<file path="src/hdl/ctdt_pkg.sv">
// Shared types for the calendar date to TAI seconds pipeline.
package ctdt_pkg;

  // Status codes on the result
  typedef enum logic [1:0] {
    ST_OK        = 2'd0,
    ST_BAD_YEAR  = 2'd1,
    ST_BAD_MONTH = 2'd2,
    ST_BAD_DAY   = 2'd3
  } status_e;

  // Stage 1 -> stage 2: decoded date, offset year terms, time of day
  typedef struct packed {
    logic        yerr;
    logic        merr;
    logic        feb;
    logic [4:0]  mlen_base;
    logic [4:0]  day;
    logic [1:0]  y_low;
    logic [8:0]  mterm;
    logic [13:0] a;      // year - shift + 4712
    logic [13:0] c;      // year - shift + 4900
    logic [13:0] p;      // year + 4800, for the leap test
    logic [18:0] tod;    // signed, h*3600+m*60+s + tai - zone
  } dec_t;

  // Stage 2 -> stage 3: products of the constant multipliers
  typedef struct packed {
    logic        yerr;
    logic        merr;
    logic        feb;
    logic [4:0]  mlen_base;
    logic [4:0]  day;
    logic [1:0]  y_low;
    logic [8:0]  mterm;
    logic [13:0] p;
    logic [24:0] a_prod; // 1461 * a
    logic [7:0]  qc;     // c / 100
    logic [7:0]  qp;     // p / 100
    logic [18:0] tod;
  } prod_t;

  // Stage 3 -> stage 4: day count since the epoch and status
  typedef struct packed {
    logic        err;
    status_e     status;
    logic [23:0] days;   // signed
    logic [18:0] tod;
  } day_t;

  // Stage 4 -> stage 5: day count in seconds
  typedef struct packed {
    logic        err;
    status_e     status;
    logic [40:0] day_sec;
    logic [18:0] tod;
  } sec_t;

endpackage

</file>
<file path="src/hdl/ctdt_dec.sv">
// Stage 1: field checks, month tables, offset years and time of day.
module ctdt_dec import ctdt_pkg::*; (
  input  logic        clk_i,
  input  logic        rst_ni,
  input  logic        in_valid_i,
  output logic        in_ready_o,
  input  logic [13:0] year_i,
  input  logic [3:0]  month_i,
  input  logic [4:0]  day_i,
  input  logic [4:0]  hour_i,
  input  logic [5:0]  minute_i,
  input  logic [5:0]  second_i,
  input  logic [7:0]  tai_minus_utc_i,
  input  logic [16:0] zone_offset_seconds_i,
  output logic        out_valid_o,
  input  logic        out_ready_i,
  output dec_t        out_o
);

  localparam logic signed [13:0] MinYear = -14'sd4699;

  logic        valid_q, valid_d;
  dec_t        data_q, data_d;
  logic        shift;
  logic [14:0] ys;
  logic [14:0] y_ext;
  logic [16:0] hms;

  // month tables, checks, shifted year terms (Jan/Feb belong to the previous year)
  always_comb begin
    // day-count term of the MJD formula and month length
    data_d.mterm     = 9'd0;
    data_d.mlen_base = 5'd31;
    case (month_i)
      4'd1:    begin data_d.mterm = 9'd306; data_d.mlen_base = 5'd31; end
      4'd2:    begin data_d.mterm = 9'd337; data_d.mlen_base = 5'd28; end
      4'd3:    begin data_d.mterm = 9'd0;   data_d.mlen_base = 5'd31; end
      4'd4:    begin data_d.mterm = 9'd31;  data_d.mlen_base = 5'd30; end
      4'd5:    begin data_d.mterm = 9'd61;  data_d.mlen_base = 5'd31; end
      4'd6:    begin data_d.mterm = 9'd92;  data_d.mlen_base = 5'd30; end
      4'd7:    begin data_d.mterm = 9'd122; data_d.mlen_base = 5'd31; end
      4'd8:    begin data_d.mterm = 9'd153; data_d.mlen_base = 5'd31; end
      4'd9:    begin data_d.mterm = 9'd184; data_d.mlen_base = 5'd30; end
      4'd10:   begin data_d.mterm = 9'd214; data_d.mlen_base = 5'd31; end
      4'd11:   begin data_d.mterm = 9'd245; data_d.mlen_base = 5'd30; end
      4'd12:   begin data_d.mterm = 9'd275; data_d.mlen_base = 5'd31; end
      default: begin data_d.mterm = 9'd0;   data_d.mlen_base = 5'd31; end
    endcase

    shift        = (month_i == 4'd1) || (month_i == 4'd2);
    y_ext        = {year_i[13], year_i};
    ys           = y_ext - {14'd0, shift};
    data_d.yerr  = $signed(year_i) < MinYear;
    data_d.merr  = (month_i == 4'd0) || (month_i > 4'd12);
    data_d.feb   = month_i == 4'd2;
    data_d.day   = day_i;
    data_d.y_low = year_i[1:0];
    data_d.a     = 14'(ys + 15'd4712);
    data_d.c     = 14'(ys + 15'd4900);
    data_d.p     = 14'(y_ext + 15'd4800);
    hms          = 17'(hour_i) * 17'd3600 + 17'(minute_i) * 17'd60 + 17'(second_i);
    data_d.tod   = {2'b00, hms} + {11'd0, tai_minus_utc_i}
                 - {{2{zone_offset_seconds_i[16]}}, zone_offset_seconds_i};
  end

  // stage register
  assign in_ready_o = !valid_q || out_ready_i;
  assign valid_d    = in_ready_o ? in_valid_i : valid_q;

  always_ff @(posedge clk_i or negedge rst_ni) begin
    if (!rst_ni) begin
      valid_q <= 1'b0;
    end else begin
      valid_q <= valid_d;
    end
  end

  always_ff @(posedge clk_i) begin
    if (in_valid_i && in_ready_o) begin
      data_q <= data_d;
    end
  end

  assign out_valid_o = valid_q;
  assign out_o       = data_q;

endmodule

</file>
<file path="src/hdl/ctdt_mjd.sv">
// Stages 2 and 3: constant products, then day count and date status.
module ctdt_mjd import ctdt_pkg::*; (
  input  logic  clk_i,
  input  logic  rst_ni,
  input  logic  in_valid_i,
  output logic  in_ready_o,
  input  dec_t  in_i,
  output logic  out_valid_o,
  input  logic  out_ready_i,
  output day_t  out_o
);

  // MJD - 40587 = A + M - B + day - 2440491
  localparam logic [24:0] DayBias = 25'd2440491;

  logic        p2_valid_q, p2_valid_d, p2_ready;
  prod_t       p2_q, p2_d;
  logic        p3_valid_q, p3_valid_d;
  day_t        p3_q, p3_d;
  logic [26:0] qc_full, qp_full;
  logic [22:0] a_term;
  logic [9:0]  b3;
  logic [13:0] rem;
  logic        leap;
  logic [4:0]  mlen;
  logic        bad_day;
  logic [24:0] days_w;

  // stage 2: 1461*a and the divisions by 100 as reciprocal products
  always_comb begin
    qc_full        = 27'(in_i.c) * 27'd5243;
    qp_full        = 27'(in_i.p) * 27'd5243;
    p2_d.yerr      = in_i.yerr;
    p2_d.merr      = in_i.merr;
    p2_d.feb       = in_i.feb;
    p2_d.mlen_base = in_i.mlen_base;
    p2_d.day       = in_i.day;
    p2_d.y_low     = in_i.y_low;
    p2_d.mterm     = in_i.mterm;
    p2_d.p         = in_i.p;
    p2_d.a_prod    = 25'(in_i.a) * 25'd1461;
    p2_d.qc        = qc_full[26:19];
    p2_d.qp        = qp_full[26:19];
    p2_d.tod       = in_i.tod;
  end

  assign in_ready_o = !p2_valid_q || p2_ready;
  assign p2_valid_d = in_ready_o ? in_valid_i : p2_valid_q;

  always_ff @(posedge clk_i or negedge rst_ni) begin
    if (!rst_ni) begin
      p2_valid_q <= 1'b0;
    end else begin
      p2_valid_q <= p2_valid_d;
    end
  end

  always_ff @(posedge clk_i) begin
    if (in_valid_i && in_ready_o) begin
      p2_q <= p2_d;
    end
  end

  // stage 3: leap rule, day check, day count
  always_comb begin
    a_term  = p2_q.a_prod[24:2];
    b3      = 10'(p2_q.qc) * 10'd3;
    rem     = p2_q.p - 14'(p2_q.qp) * 14'd100;
    leap    = (p2_q.y_low == 2'b00) && ((rem != 14'd0) || (p2_q.qp[1:0] == 2'b00));
    mlen    = p2_q.feb ? (leap ? 5'd29 : 5'd28) : p2_q.mlen_base;
    bad_day = (p2_q.day == 5'd0) || (p2_q.day > mlen);
    days_w  = {2'b00, a_term} + 25'(p2_q.mterm) - 25'(b3[9:2])
            + 25'(p2_q.day) - DayBias;
    p3_d.err  = p2_q.yerr || p2_q.merr;
    p3_d.days = days_w[23:0];
    p3_d.tod  = p2_q.tod;
    if (p2_q.yerr) begin
      p3_d.status = ST_BAD_YEAR;
    end else if (p2_q.merr) begin
      p3_d.status = ST_BAD_MONTH;
    end else if (bad_day) begin
      p3_d.status = ST_BAD_DAY;
    end else begin
      p3_d.status = ST_OK;
    end
  end

  assign p2_ready   = !p3_valid_q || out_ready_i;
  assign p3_valid_d = p2_ready ? p2_valid_q : p3_valid_q;

  always_ff @(posedge clk_i or negedge rst_ni) begin
    if (!rst_ni) begin
      p3_valid_q <= 1'b0;
    end else begin
      p3_valid_q <= p3_valid_d;
    end
  end

  always_ff @(posedge clk_i) begin
    if (p2_valid_q && p2_ready) begin
      p3_q <= p3_d;
    end
  end

  assign out_valid_o = p3_valid_q;
  assign out_o       = p3_q;

endmodule

</file>
<file path="src/hdl/ctdt_sec.sv">
// Stages 4 and 5: day count to seconds, time of day added, output register.
module ctdt_sec import ctdt_pkg::*; (
  input  logic        clk_i,
  input  logic        rst_ni,
  input  logic        in_valid_i,
  output logic        in_ready_o,
  input  day_t        in_i,
  output logic        out_valid_o,
  input  logic        out_ready_i,
  output logic [40:0] tai_seconds_o,
  output status_e     status_o
);

  logic        p4_valid_q, p4_valid_d, p4_ready;
  sec_t        p4_q, p4_d;
  logic        p5_valid_q, p5_valid_d;
  logic [40:0] tai_q, tai_d;
  status_e     status_q;
  logic [40:0] days_x;

  // stage 4: days * 86400, modulo 2^41
  always_comb begin
    days_x       = {{17{in_i.days[23]}}, in_i.days};
    p4_d.err     = in_i.err;
    p4_d.status  = in_i.status;
    p4_d.day_sec = days_x * 41'd86400;
    p4_d.tod     = in_i.tod;
  end

  assign in_ready_o = !p4_valid_q || p4_ready;
  assign p4_valid_d = in_ready_o ? in_valid_i : p4_valid_q;

  always_ff @(posedge clk_i or negedge rst_ni) begin
    if (!rst_ni) begin
      p4_valid_q <= 1'b0;
    end else begin
      p4_valid_q <= p4_valid_d;
    end
  end

  always_ff @(posedge clk_i) begin
    if (in_valid_i && in_ready_o) begin
      p4_q <= p4_d;
    end
  end

  // stage 5: add time of day; year or month error forces one
  assign tai_d = p4_q.err ? 41'd1
               : p4_q.day_sec + {{22{p4_q.tod[18]}}, p4_q.tod};

  assign p4_ready   = !p5_valid_q || out_ready_i;
  assign p5_valid_d = p4_ready ? p4_valid_q : p5_valid_q;

  always_ff @(posedge clk_i or negedge rst_ni) begin
    if (!rst_ni) begin
      p5_valid_q <= 1'b0;
    end else begin
      p5_valid_q <= p5_valid_d;
    end
  end

  always_ff @(posedge clk_i) begin
    if (p4_valid_q && p4_ready) begin
      tai_q    <= tai_d;
      status_q <= p4_q.status;
    end
  end

  assign out_valid_o   = p5_valid_q;
  assign tai_seconds_o = tai_q;
  assign status_o      = status_q;

endmodule

</file>
<file path="src/hdl/calendar_date_to_tai_seconds.sv">
// Top level: configuration registers and the five-stage date conversion pipeline.
//
//  Channel  | Direction | Handshake        | Payload
//  ---------+-----------+------------------+---------------------------------------------
//  s_axis   | in        | tvalid / tready  | tdata: year, month, day, hour, minute, second
//  m_axis   | out       | tvalid / tready  | tdata: tai_seconds; tuser: status
//  apb      | in        | psel / penable   | 0x0 tai_minus_utc, 0x4 zone_offset_seconds
//
// One request per cycle sustained while the output is not stalled; the result sits in
// the output register, the last of five register stages. Each of the five stages
// holds its own valid bit and moves when the stage after it is free, so bubbles
// close up under a stall and the input keeps taking requests while a result waits,
// until all five stages are full. Reset clears the valid bits and loads the
// register defaults; no clearing pass.
module calendar_date_to_tai_seconds import ctdt_pkg::*; (
  input  logic        clk_i,
  input  logic        rst_ni,
  // request stream
  input  logic        s_axis_tvalid,
  output logic        s_axis_tready,
  input  logic [39:0] s_axis_tdata,   // year[13:0], month[17:14], day[22:18],
                                      // hour[27:23], minute[33:28], second[39:34]
  // result stream
  output logic        m_axis_tvalid,
  input  logic        m_axis_tready,
  output logic [47:0] m_axis_tdata,   // tai_seconds[40:0], zero[47:41]
  output logic [1:0]  m_axis_tuser,   // status[1:0]
  // configuration
  input  logic        psel,
  input  logic        penable,
  input  logic        pwrite,
  input  logic [2:0]  paddr,
  input  logic [31:0] pwdata,
  output logic [31:0] prdata,
  output logic        pready
);

  localparam logic RegTai  = 1'b0;
  localparam logic RegZone = 1'b1;

  logic [7:0]  tai_q, tai_d;
  logic [16:0] zone_q, zone_d;
  logic        wr_en;
  logic        dec_valid, dec_ready;
  dec_t        dec_data;
  logic        mjd_valid, mjd_ready;
  day_t        mjd_data;
  logic [40:0] tai_seconds;
  status_e     status;

  // register write and read
  assign pready = 1'b1;
  assign wr_en  = psel && penable && pwrite && pready;

  always_comb begin
    tai_d  = tai_q;
    zone_d = zone_q;
    prdata = 32'd0;
    unique case (paddr[2])
      RegTai: begin
        prdata = {24'd0, tai_q};
        if (wr_en) tai_d = pwdata[7:0];
      end
      RegZone: begin
        prdata = {{15{zone_q[16]}}, zone_q};
        if (wr_en) zone_d = pwdata[16:0];
      end
      default: prdata = 32'd0;
    endcase
  end

  always_ff @(posedge clk_i or negedge rst_ni) begin
    if (!rst_ni) begin
      tai_q  <= 8'd37;
      zone_q <= 17'd28800;
    end else begin
      tai_q  <= tai_d;
      zone_q <= zone_d;
    end
  end

  // stage 1
  ctdt_dec u_dec (
    .clk_i                 (clk_i),
    .rst_ni                (rst_ni),
    .in_valid_i            (s_axis_tvalid),
    .in_ready_o            (s_axis_tready),
    .year_i                (s_axis_tdata[13:0]),
    .month_i               (s_axis_tdata[17:14]),
    .day_i                 (s_axis_tdata[22:18]),
    .hour_i                (s_axis_tdata[27:23]),
    .minute_i              (s_axis_tdata[33:28]),
    .second_i              (s_axis_tdata[39:34]),
    .tai_minus_utc_i       (tai_q),
    .zone_offset_seconds_i (zone_q),
    .out_valid_o           (dec_valid),
    .out_ready_i           (dec_ready),
    .out_o                 (dec_data)
  );

  // stages 2 and 3
  ctdt_mjd u_mjd (
    .clk_i       (clk_i),
    .rst_ni      (rst_ni),
    .in_valid_i  (dec_valid),
    .in_ready_o  (dec_ready),
    .in_i        (dec_data),
    .out_valid_o (mjd_valid),
    .out_ready_i (mjd_ready),
    .out_o       (mjd_data)
  );

  // stages 4 and 5
  ctdt_sec u_sec (
    .clk_i         (clk_i),
    .rst_ni        (rst_ni),
    .in_valid_i    (mjd_valid),
    .in_ready_o    (mjd_ready),
    .in_i          (mjd_data),
    .out_valid_o   (m_axis_tvalid),
    .out_ready_i   (m_axis_tready),
    .tai_seconds_o (tai_seconds),
    .status_o      (status)
  );

  assign m_axis_tdata = {7'd0, tai_seconds};
  assign m_axis_tuser = status;

endmodule
</file>
<file path="config.mk">
export PLATFORM = sky130hd
export DESIGN_NAME = calendar_date_to_tai_seconds
export DESIGN_NICKNAME = d
export VERILOG_FILES = /design/src/hdl/ctdt_pkg.sv /design/src/hdl/ctdt_dec.sv /design/src/hdl/ctdt_mjd.sv /design/src/hdl/ctdt_sec.sv /design/src/hdl/calendar_date_to_tai_seconds.sv
export SDC_FILE = /design/constraint.sdc
export NUM_CORES = 1
export LEC_CHECK = 0
export ABC_CLOCK_PERIOD_IN_PS = 12000
export BUFFER_PORTS_ARGS = -buffer_cell sky130_fd_sc_hd__buf_2
export CAP_MARGIN = 20
export CORE_MARGIN = 4
export CORE_UTILIZATION = 60
export DETAILED_ROUTE_END_ITERATION = 8
export GPL_TIMING_DRIVEN = 0
export PLACE_DENSITY = 0.89
export SETUP_SLACK_MARGIN = 0.2
export SYNTH_ARGS = -nofsm -noshare
export SYNTH_HDL_FRONTEND = slang
export SYNTH_SLANG_ARGS = --single-unit
</file>
<file path="constraint.sdc">
create_clock -name clk_i -period 12 [get_ports clk_i]
set_input_delay 2.4 -clock clk_i [delete_from_list [all_inputs] [get_ports clk_i]]
set_output_delay 2.4 -clock clk_i [all_outputs]
set_load 0.01 [all_outputs]
</file>
======== Word-level counts from Yosys, hierarchy flattened ========
Memories as Yosys holds them, arrays and structs flattened. A register that Yosys moved wholly into a read port is not among the register bits.
Index checks and enable logic that the tools add are counted.
storage, ports and cells
  bits in registers ....................... 349
  ROM bits ................................ 176
  input bits .............................. 82
  logic and storage cells ................. 103
  memories kept ........................... 1
operators by class
  add/subtract/negate cells ............... 14
  multipliers ............................. 8
  order comparisons ....................... 3
  eq/ne operators ......................... 2
  mux-type cells .......................... 5
  bitwise operators ....................... 1
  reduce and logical (&&, ||, !) cells .... 30
memory list
  name              words  bits a word  rd ports  clocked after memory_dff  wr ports  RTL line        source
  (name not given)  16     11           1         1                         0         ctdt_dec.sv:34  case (month_i)
operators by type and width
  kind                      count
  $pmux W32 S2              1
  $mul A14 B13 Y27 const B  2
  $add A41 B41 Y41          1
  $mul A41 B10 Y34 const B  1
  $add A14 B13 Y14 const B  2
  $mul A14 B11 Y25 const B  1
  $add A23 B9 Y24           1
  $add A24 B5 Y24           1
  $sub A24 B22 Y24 const B  1
  $sub A24 B8 Y24           1
  $sub A19 B19 Y19          1
  $add A17 B8 Y18           1
  $add A17 B12 Y17          1
  $add A17 B6 Y17           1
  $add A14 B14 Y14 const B  1
  $lt A14 B14 Y1 const B    1
  $reduce_bool A14 Y1       1
  $sub A14 B14 Y14          1
  $sub A14 B2 Y14           1
  $mul A5 B8 Y13 const B    1
  $mul A8 B5 Y12 const B    1
  $logic_or A1 B1 Y1        10
  $mul A6 B4 Y10 const B    1
  $mul A8 B2 Y10 const B    1
  other kinds (14)          28

======== Longest topological paths before layout ========
Gate-level depths: netlist (run 1).
  word-level depth ........................ 11
  depth in mapped cells ................... 27
  depth with buffers taken out ............ 27

======== Cells and area by module ========
Synthesis (run 1) repeated with hierarchy kept, for this count alone.
unflattened totals
  cell total of the unflattened synthesis .. 3,089
  area total of the unflattened synthesis .. 34,105.2 um2
by module, submodules not included
  module                        times used  cells each  area an instance (um2)  seq. area each (um2)
  ctdt_mjd                      1           1,469       16,826.1                4,314.1
  ctdt_sec                      1           920         9,475.3                 3,022.9
  ctdt_dec                      1           603         6,456.2                 2,367.3
  calendar_date_to_tai_seconds  1           97          1,347.5                 634.4

======== Least setup slack after synthesis (run 1) ========
No wires, ideal clock.
  kind .................................... input -> register
  start point ............................. in s_axis_tdata[31]
  end point ............................... reg u_dec.data_q (netlist bit u_dec.out_o[18]), data pin
  data arrival time ....................... 7.950 ns
  required time ........................... 11.797 ns
  slack ................................... 3.847 ns
  stages on the path ...................... 26
  path buffers ............................ 0
  cell sequence ........................... inv_1 fa_1 fa_1 inv_1 ha_1 a21oi_1 o21bai_1 a21o_1 a21oi_1 xnor2_1 ha_1 ha_1 or4_1 o22ai_2 o21ai_0 xnor2_1 nand4b_2 nand2b_1 xor2_1 ha_1 inv_1 a311oi_1 o21ai_1 a21boi_1 mux2i_1 a2111oi_1
RTL lines
  element               RTL line                            source
  start, declared       calendar_date_to_tai_seconds.sv:21  input logic [39:0] s_axis_tdata,
  end signal, assigned  ctdt_dec.sv:80                      data_q <= data_d;
  end, declared         ctdt_dec.sv:23                      dec_t data_q, data_d;

==> summary.txt, run 1 <==
status = complete, no violations
max incr delay on CP = 0.73 ns
CP bufs+invs = 3
Synth area leader = edfxtp_1
max-cap viol count = 0
drt initial violations = 1,330
largest net degree at the start of global routing = 68
Routed Wire Length = 70,700 µm
Mapped Area = 33,900 µm²
fin crit period = 8.47 ns
final hold vios = 0
grt ovf = 0
R2R Path End = u_mjd.out_o[41]
Area Growth Syn to Fin = 9.16%
HP Class = flop to flop
Clock Path Buffers = 3
critical setup path kind = primary input to flop
Sequential Area = 10,200 µm²
total die area = 60,300 µm²
gpl congestion = 0.899
Worst path slowest cell = o41ai_1
Cells after Synth = 3,159
RSZ-0062 raised after global routing = no
Starting Density = 61.0%
setup TNS = 0 ns
CP startpoint = s_axis_tdata[31]
Vias/cell = 5.61
die height = 246 µm
io pins = 167
Worst Path Max Fanout = 5
postcts setup bufs = 0
ys flop type = edfxtp_1
nets@finish = 4,295
Reg-to-Reg Start = u_mjd.p2_q[28]
CP endpoint = u_dec.out_o[17]
Final ANT Viol Nets = 0
Top Family by Delay on Critical Path = compound AO/OA/AOI/OAI gates
clk_lat worst skew = 0.57 ns
Critical Path AT = 8.82 ns
Synth cell types = 86
post_cts resized = 0
Clock Skews = 0.0235 ns
TritonCTS clock tree = built
Reg2Reg Depth = 18
vias in the first global route = 24,134
Max Slew Vio Count = 0
CP endpoint kind = flop
Root Buffer = clkbuf_16
register area share after synthesis = 30.1%
DR DRC count = 0
Req. time, crit path = 12.35 ns
initial antenna violation count = 3
FILL cells = 3,805
drt wl/cell = 17.1 µm
leading cell type in the layout, fill and taps excluded = inv_1
startpoint types = primary input
Clock Sinks = 344
flop2flop setup slack = 6.27 ns
most frequent cells in the layout = inv_1 (671), ha_1 (583), edfxtp_1 (314)
Syn Area/Cell = 10.7 µm²
DP Wirelength = 56,100 µm
Yosys top cell area share = 27.8%
hold buffer count at cts = 0
core box area = 55,500 µm²
max_slew headroom = 41.6%
worst slew pin tran = 0.876 ns
IO buf count = 138
first-pass GRT wire length = 117,000 µm
DRT Pass-1 Iters = 5
Site Rows = 86
H-tree depth = 2
Max Freq = 118 MHz
Yosys reg bits = 344
YS warnings = 0
most frequent CP cell = ha_1
GR Util All Layers = 23.7%
TritonCTS buffer count = 40
synth top area cells = edfxtp_1 (28%), ha_1 (22%), fa_1 (17%)
EDFF count, synth = 314
Post-synth ARST share = 8.72%
final worst-path cycle share = 70.6%
CTS clock-pin slew for the worst setup and hold paths = 0.06 ns
via count = 23,153
Final setup viols = 0
layout cells sized above 1 = 9.29%
Levels on crit path = 25
Die X = 246 µm
multi-input logic area = 21,000 µm²
kinds of logic (layout without fill, tap and decap cells):
logic type,count (synthesis),in the layout,synth area share (%)
compound gates,450,450,8.72
xor+xnor,219,219,5.70
fa+ha+maj,863,863,38.1
buf+inv,714,929,8.17
flops,344,344,30.1
mux,44,44,1.51
other cells,2,10,0.0222
simple gates,523,523,7.72
worst min path at each step:
stage,from,to,cells past startpoint
2_1_floorplan,u_mjd.p2_q[0],u_mjd.out_o[0],0
3_3_place_gp,u_mjd.out_o[12],u_sec.p4_q[12],0
3_5_place_dp,u_dec.out_o[17],u_mjd.p2_q[17],0
4_1_cts,u_mjd.out_o[3],u_sec.p4_q[3],0
5_1_grt,u_dec.out_o[11],u_mjd.p2_q[11],0
6_report,u_mjd.out_o[3],u_sec.p4_q[3],0
cells in the mapped netlist, drive strengths merged, types with 5 or more instances:
cell type  instances
buf               25
a211oi            22
nor3b             11
o211ai            12
xnor2            145
o31ai              7
and2              23
fa               280
o21a              31
o2111ai            5
mux2              36
o21bai            28
a21boi             5
xor2              73
nor3              46
nor2             153
o22ai              6
inv              671
nor2b             36
or4                5
dfrtp             23
a211o              5
nand2b            23
dfstp              7
nand3             53
or2               12
ha               583
nor4               6
a2111oi            5
nand3b             5
o41ai              5
a21oi            132
a31oi             15
and3              12
o21ai             88
nand2             97
edfxtp           314
clkbuf            18
or3                9
a21o              43
nand4b             7
nand4             15
mux2i              6
area by class of cell:
cell class                      instances  area share [%]
Clock buffer                           44            2.80
Multi-Input combinational cell       2107            56.7
Tap cell                              748            2.53
Clock inverter                         28           0.765
Antenna cell                            2          0.0135
Sequential cell                       344            27.6
Buffer                                 43           0.670
Timing Repair Buffer                  143            2.18
Inverter                              671            6.81
state kept, by name, indices dropped and copies added, names as in the netlist:
register,flops
u_sec.p4_q,56
u_mjd.p2_valid_q,1
tai_q,8
u_sec.out_valid_o,1
u_mjd.a_term,23
u_mjd.out_valid_o,1
u_mjd.p2_q,68
u_dec.out_valid_o,1
u_sec.p4_valid_q,1
u_sec.status_o,2
u_mjd.out_o,46
u_dec.out_o,78
u_sec.tai_seconds_o,41
zone_q,17
through the flow:
step | util [%] | worst slack, ns | instance area [µm²] | hold slack, ns | instances
2_1_floorplan | - | 3.85 | 33900 | 0.400 | 3165
3_3_place_gp | 64.0 | 3.08 | 35500 | 0.400 | 4051
3_5_place_dp | 64.2 | 3.02 | 35700 | 0.405 | 4056
4_1_cts | 66.6 | 3.57 | 37000 | 0.418 | 4128
5_1_grt | 66.6 | 3.11 | 37000 | 0.419 | 4129
6_report | 66.6 | 3.53 | 37000 | 0.414 | 4130
metal layers:
metal	share of wire (%)	global-route usage (%)	vias up
li1	-	-	11030
met1	39	28.1	11196
met2	51	42.9	707
met3	6.0	4.32	216
met4	3.9	9.34	4
met5	0.038	0	-
Power of run 1 is left out: the tool's default activity adds up to more than one toggle a clock period on the data nets, which glitch-free logic cannot reach.
==> run 2: changes to the inputs <==
- ABC_CLOCK_PERIOD_IN_PS: 12000 -> 6800
- CORE_UTILIZATION: 60 -> 58
- PLACE_DENSITY: 0.89 -> 0.9
- clock period: 12 -> 6.8 ns (I/O delays scaled with it)
==> run 2 against run 1 <==
- the run now ends with negative setup slack left
- via count up 3.5%
- setup slack lost 3.7 ns
- cell area rose by 2.0%
- largest cell class unchanged
- highest routed layer unchanged
==> summary.txt, run 2 (synthesized netlist as in run 1, its figures left out) <==
TritonCTS buffer count = 39 (was 40)
Die X = 250 µm (was 246 µm)
clk_lat worst skew = 0.58 ns (was 0.57 ns)
final worst-path cycle share = 103%
max incr delay on CP = 0.60 ns (was 0.73 ns)
die height = 250 µm (was 246 µm)
Routed Wire Length = 76,000 µm (was 70,700 µm)
worst slew pin tran = 0.875 ns (was 0.876 ns)
Final setup viols = 3 (was 0)
Clock Sinks = 344 (unchanged)
core box area = 57,800 µm² (was 55,500 µm²)
Clock Skews = 0.0396 ns (was 0.0235 ns)
HP Class = flop to flop (unchanged)
Starting Density = 58.6% (was 61.0%)
Sequential Area = 10,200 µm² (unchanged)
layout cells sized above 1 = 11.8% (was 9.29%)
GR Util All Layers = 23.6% (was 23.7%)
TritonCTS clock tree = built (unchanged)
Req. time, crit path = 7.11 ns (was 12.35 ns)
CTS clock-pin slew for the worst setup and hold paths = 0.07 ns (was 0.06 ns)
CP bufs+invs = 3 (unchanged)
initial antenna violation count = 14 (was 3)
final hold vios = 0 (unchanged)
leading cell type in the layout, fill and taps excluded = inv_1 (unchanged)
multi-input logic area = 21,400 µm² (was 21,000 µm²)
Area Growth Syn to Fin = 11.3% (was 9.16%)
H-tree depth = 2 (unchanged)
IO buf count = 138 (unchanged)
Worst path slowest cell = fa_2 (was o41ai_1)
Site Rows = 88 (was 86)
met1 GRT Util = 27.7% (was 28.1%)
Clock Path Buffers = 3 (unchanged)
pre-CTS WS = -1.30 ns (was 3.02 ns)
via count = 23,972 (was 23,153)
DRT Pass-1 Iters = 6 (was 5)
gpl congestion = 0.910 (was 0.899)
CP endpoint kind = flop (unchanged)
Top Family by Delay on Critical Path = adder cells (was compound AO/OA/AOI/OAI gates)
startpoint types = primary input (unchanged)
Max Slew Vio Count = 0 (unchanged)
max_slew headroom = 40.9% (was 41.6%)
vias in the first global route = 25,033 (was 24,134)
io pins = 167 (unchanged)
flop2flop setup slack = 0.96 ns (was 6.27 ns)
DR DRC count = 0 (unchanged)
RSZ-0062 raised after global routing = yes (was no)
Root Buffer = clkbuf_16 (unchanged)
Final ANT Viol Nets = 0 (unchanged)
status = finished, violations left (was complete, no violations)
fin crit period = 6.99 ns
setup ws final = -0.188 ns (was 3.53 ns)
drt initial violations = 1,740 (was 1,330)
max-cap viol count = 0 (unchanged)
drt wl/cell = 18.2 µm (was 17.1 µm)
M3 GR Usage = 4.60% (was 4.32%)
critical setup path kind = primary input to flop (unchanged)
GR Util met2 = 42.9% (about the same)
Critical Path AT = 7.30 ns (was 8.82 ns)
first-pass GRT wire length = 122,000 µm (was 117,000 µm)
hold buffer count at cts = 0 (unchanged)
minimum hold slack = 0.407 ns (was 0.414 ns)
nets@finish = 4,332 (was 4,295)
most crowded layer after global routing = met2 (unchanged)
grt ovf = 0 (unchanged)
FILL cells = 3,863 (was 3,805)
Max Freq = 143 MHz
total die area = 62,300 µm² (was 60,300 µm²)
failing checks = negative setup slack
most frequent cells in the layout = inv_1 (663), ha_1 (573), edfxtp_1 (314) (was inv_1 (671), ha_1 (583), edfxtp_1 (314))
max FFs per register = 78 (unchanged)
DP Wirelength = 57,100 µm (was 56,100 µm)
Vias/cell = 5.72 (was 5.61)
Worst Path Max Fanout = 4 (was 5)
largest net degree at the start of global routing = 70 (was 68)
==> run 2: changes by cell type in the layout (fill, tap and decap cells not counted), sizes merged <==
cell      before  now
clkbuf        62   70
clkinv        13   10
clkinvlp       4    2
buf          168  206
diode          2    7
inv          678  673
==> run 2: metrics by stage <==
| step | TNS (ns) | instance area [µm²] | utilization, % | cells |
|---|---|---|---|---|
| 2_1_floorplan | -0.0287 | 34000 | - | 3165 |
| 3_3_place_gp | -2.06 | 35600 | 61.7 | 4068 |
| 3_5_place_dp | -3.16 | 35800 | 61.9 | 4073 |
| 4_1_cts | 0 | 37400 | 64.7 | 4166 |
| 5_1_grt | -0.947 | 37700 | 65.2 | 4185 |
| 6_report | -0.272 | 37700 | 65.2 | 4188 |
==> run 2: what timing repair did <==
action / CTS / global route
gates resized for setup: 48 / 24
setup endpoints to repair: 4 / 7
buffers inserted: 23 / 15
gates cloned: 0 / 0
pin swaps: 44 / 44
==> run 2: worst paths after layout <==
check / to / from / depth (start not counted)
setup / recovery: u_dec.out_o[18] / s_axis_tdata[30] / 28
hold / removal: u_mjd.p2_q[91] / u_dec.out_o[78] / 0
setup reg to reg: u_mjd.a_term[22] / u_dec.out_o[34] / 16
hold reg to reg: u_mjd.p2_q[91] / u_dec.out_o[78] / 0
max in group asynchronous: zone_q[15] / rst_ni / 1
min in group asynchronous: tai_q[6] / rst_ni / 1
==> run 2: cell type report <==
class	count	share of cell area [%]
multi-input combinational	2107	56.7
sequential	344	27.0
inverter	671	6.70
timing repair buffer	181	2.99
clock buffer	52	2.83
tap	765	2.54
buffer	43	0.667
clock inverter	18	0.538
antenna	7	0.0465
==> run 2: worst register-to-register path: cells and delay by family, from the launching register on <==
kind            cells  cell delay (ns)
compound gates      5             1.35
xor+xnor            1             0.09
fa+ha+maj           6             2.80
buf+inv             2             0.10
flops               1             0.61
simple gates        2             0.64
==> run 2: per-layer routing <==
| layer | share of wire, % | up-vias | wire length [µm] |
|---|---|---|---|
| li1 | - | 11099 | - |
| met1 | 37 | 11551 | 28400 |
| met2 | 51 | 960 | 38600 |
| met3 | 6.6 | 346 | 5030 |
| met4 | 5.1 | 16 | 3870 |
| met5 | 0.14 | - | 103 |
Power of run 2 is left out for the same reason.
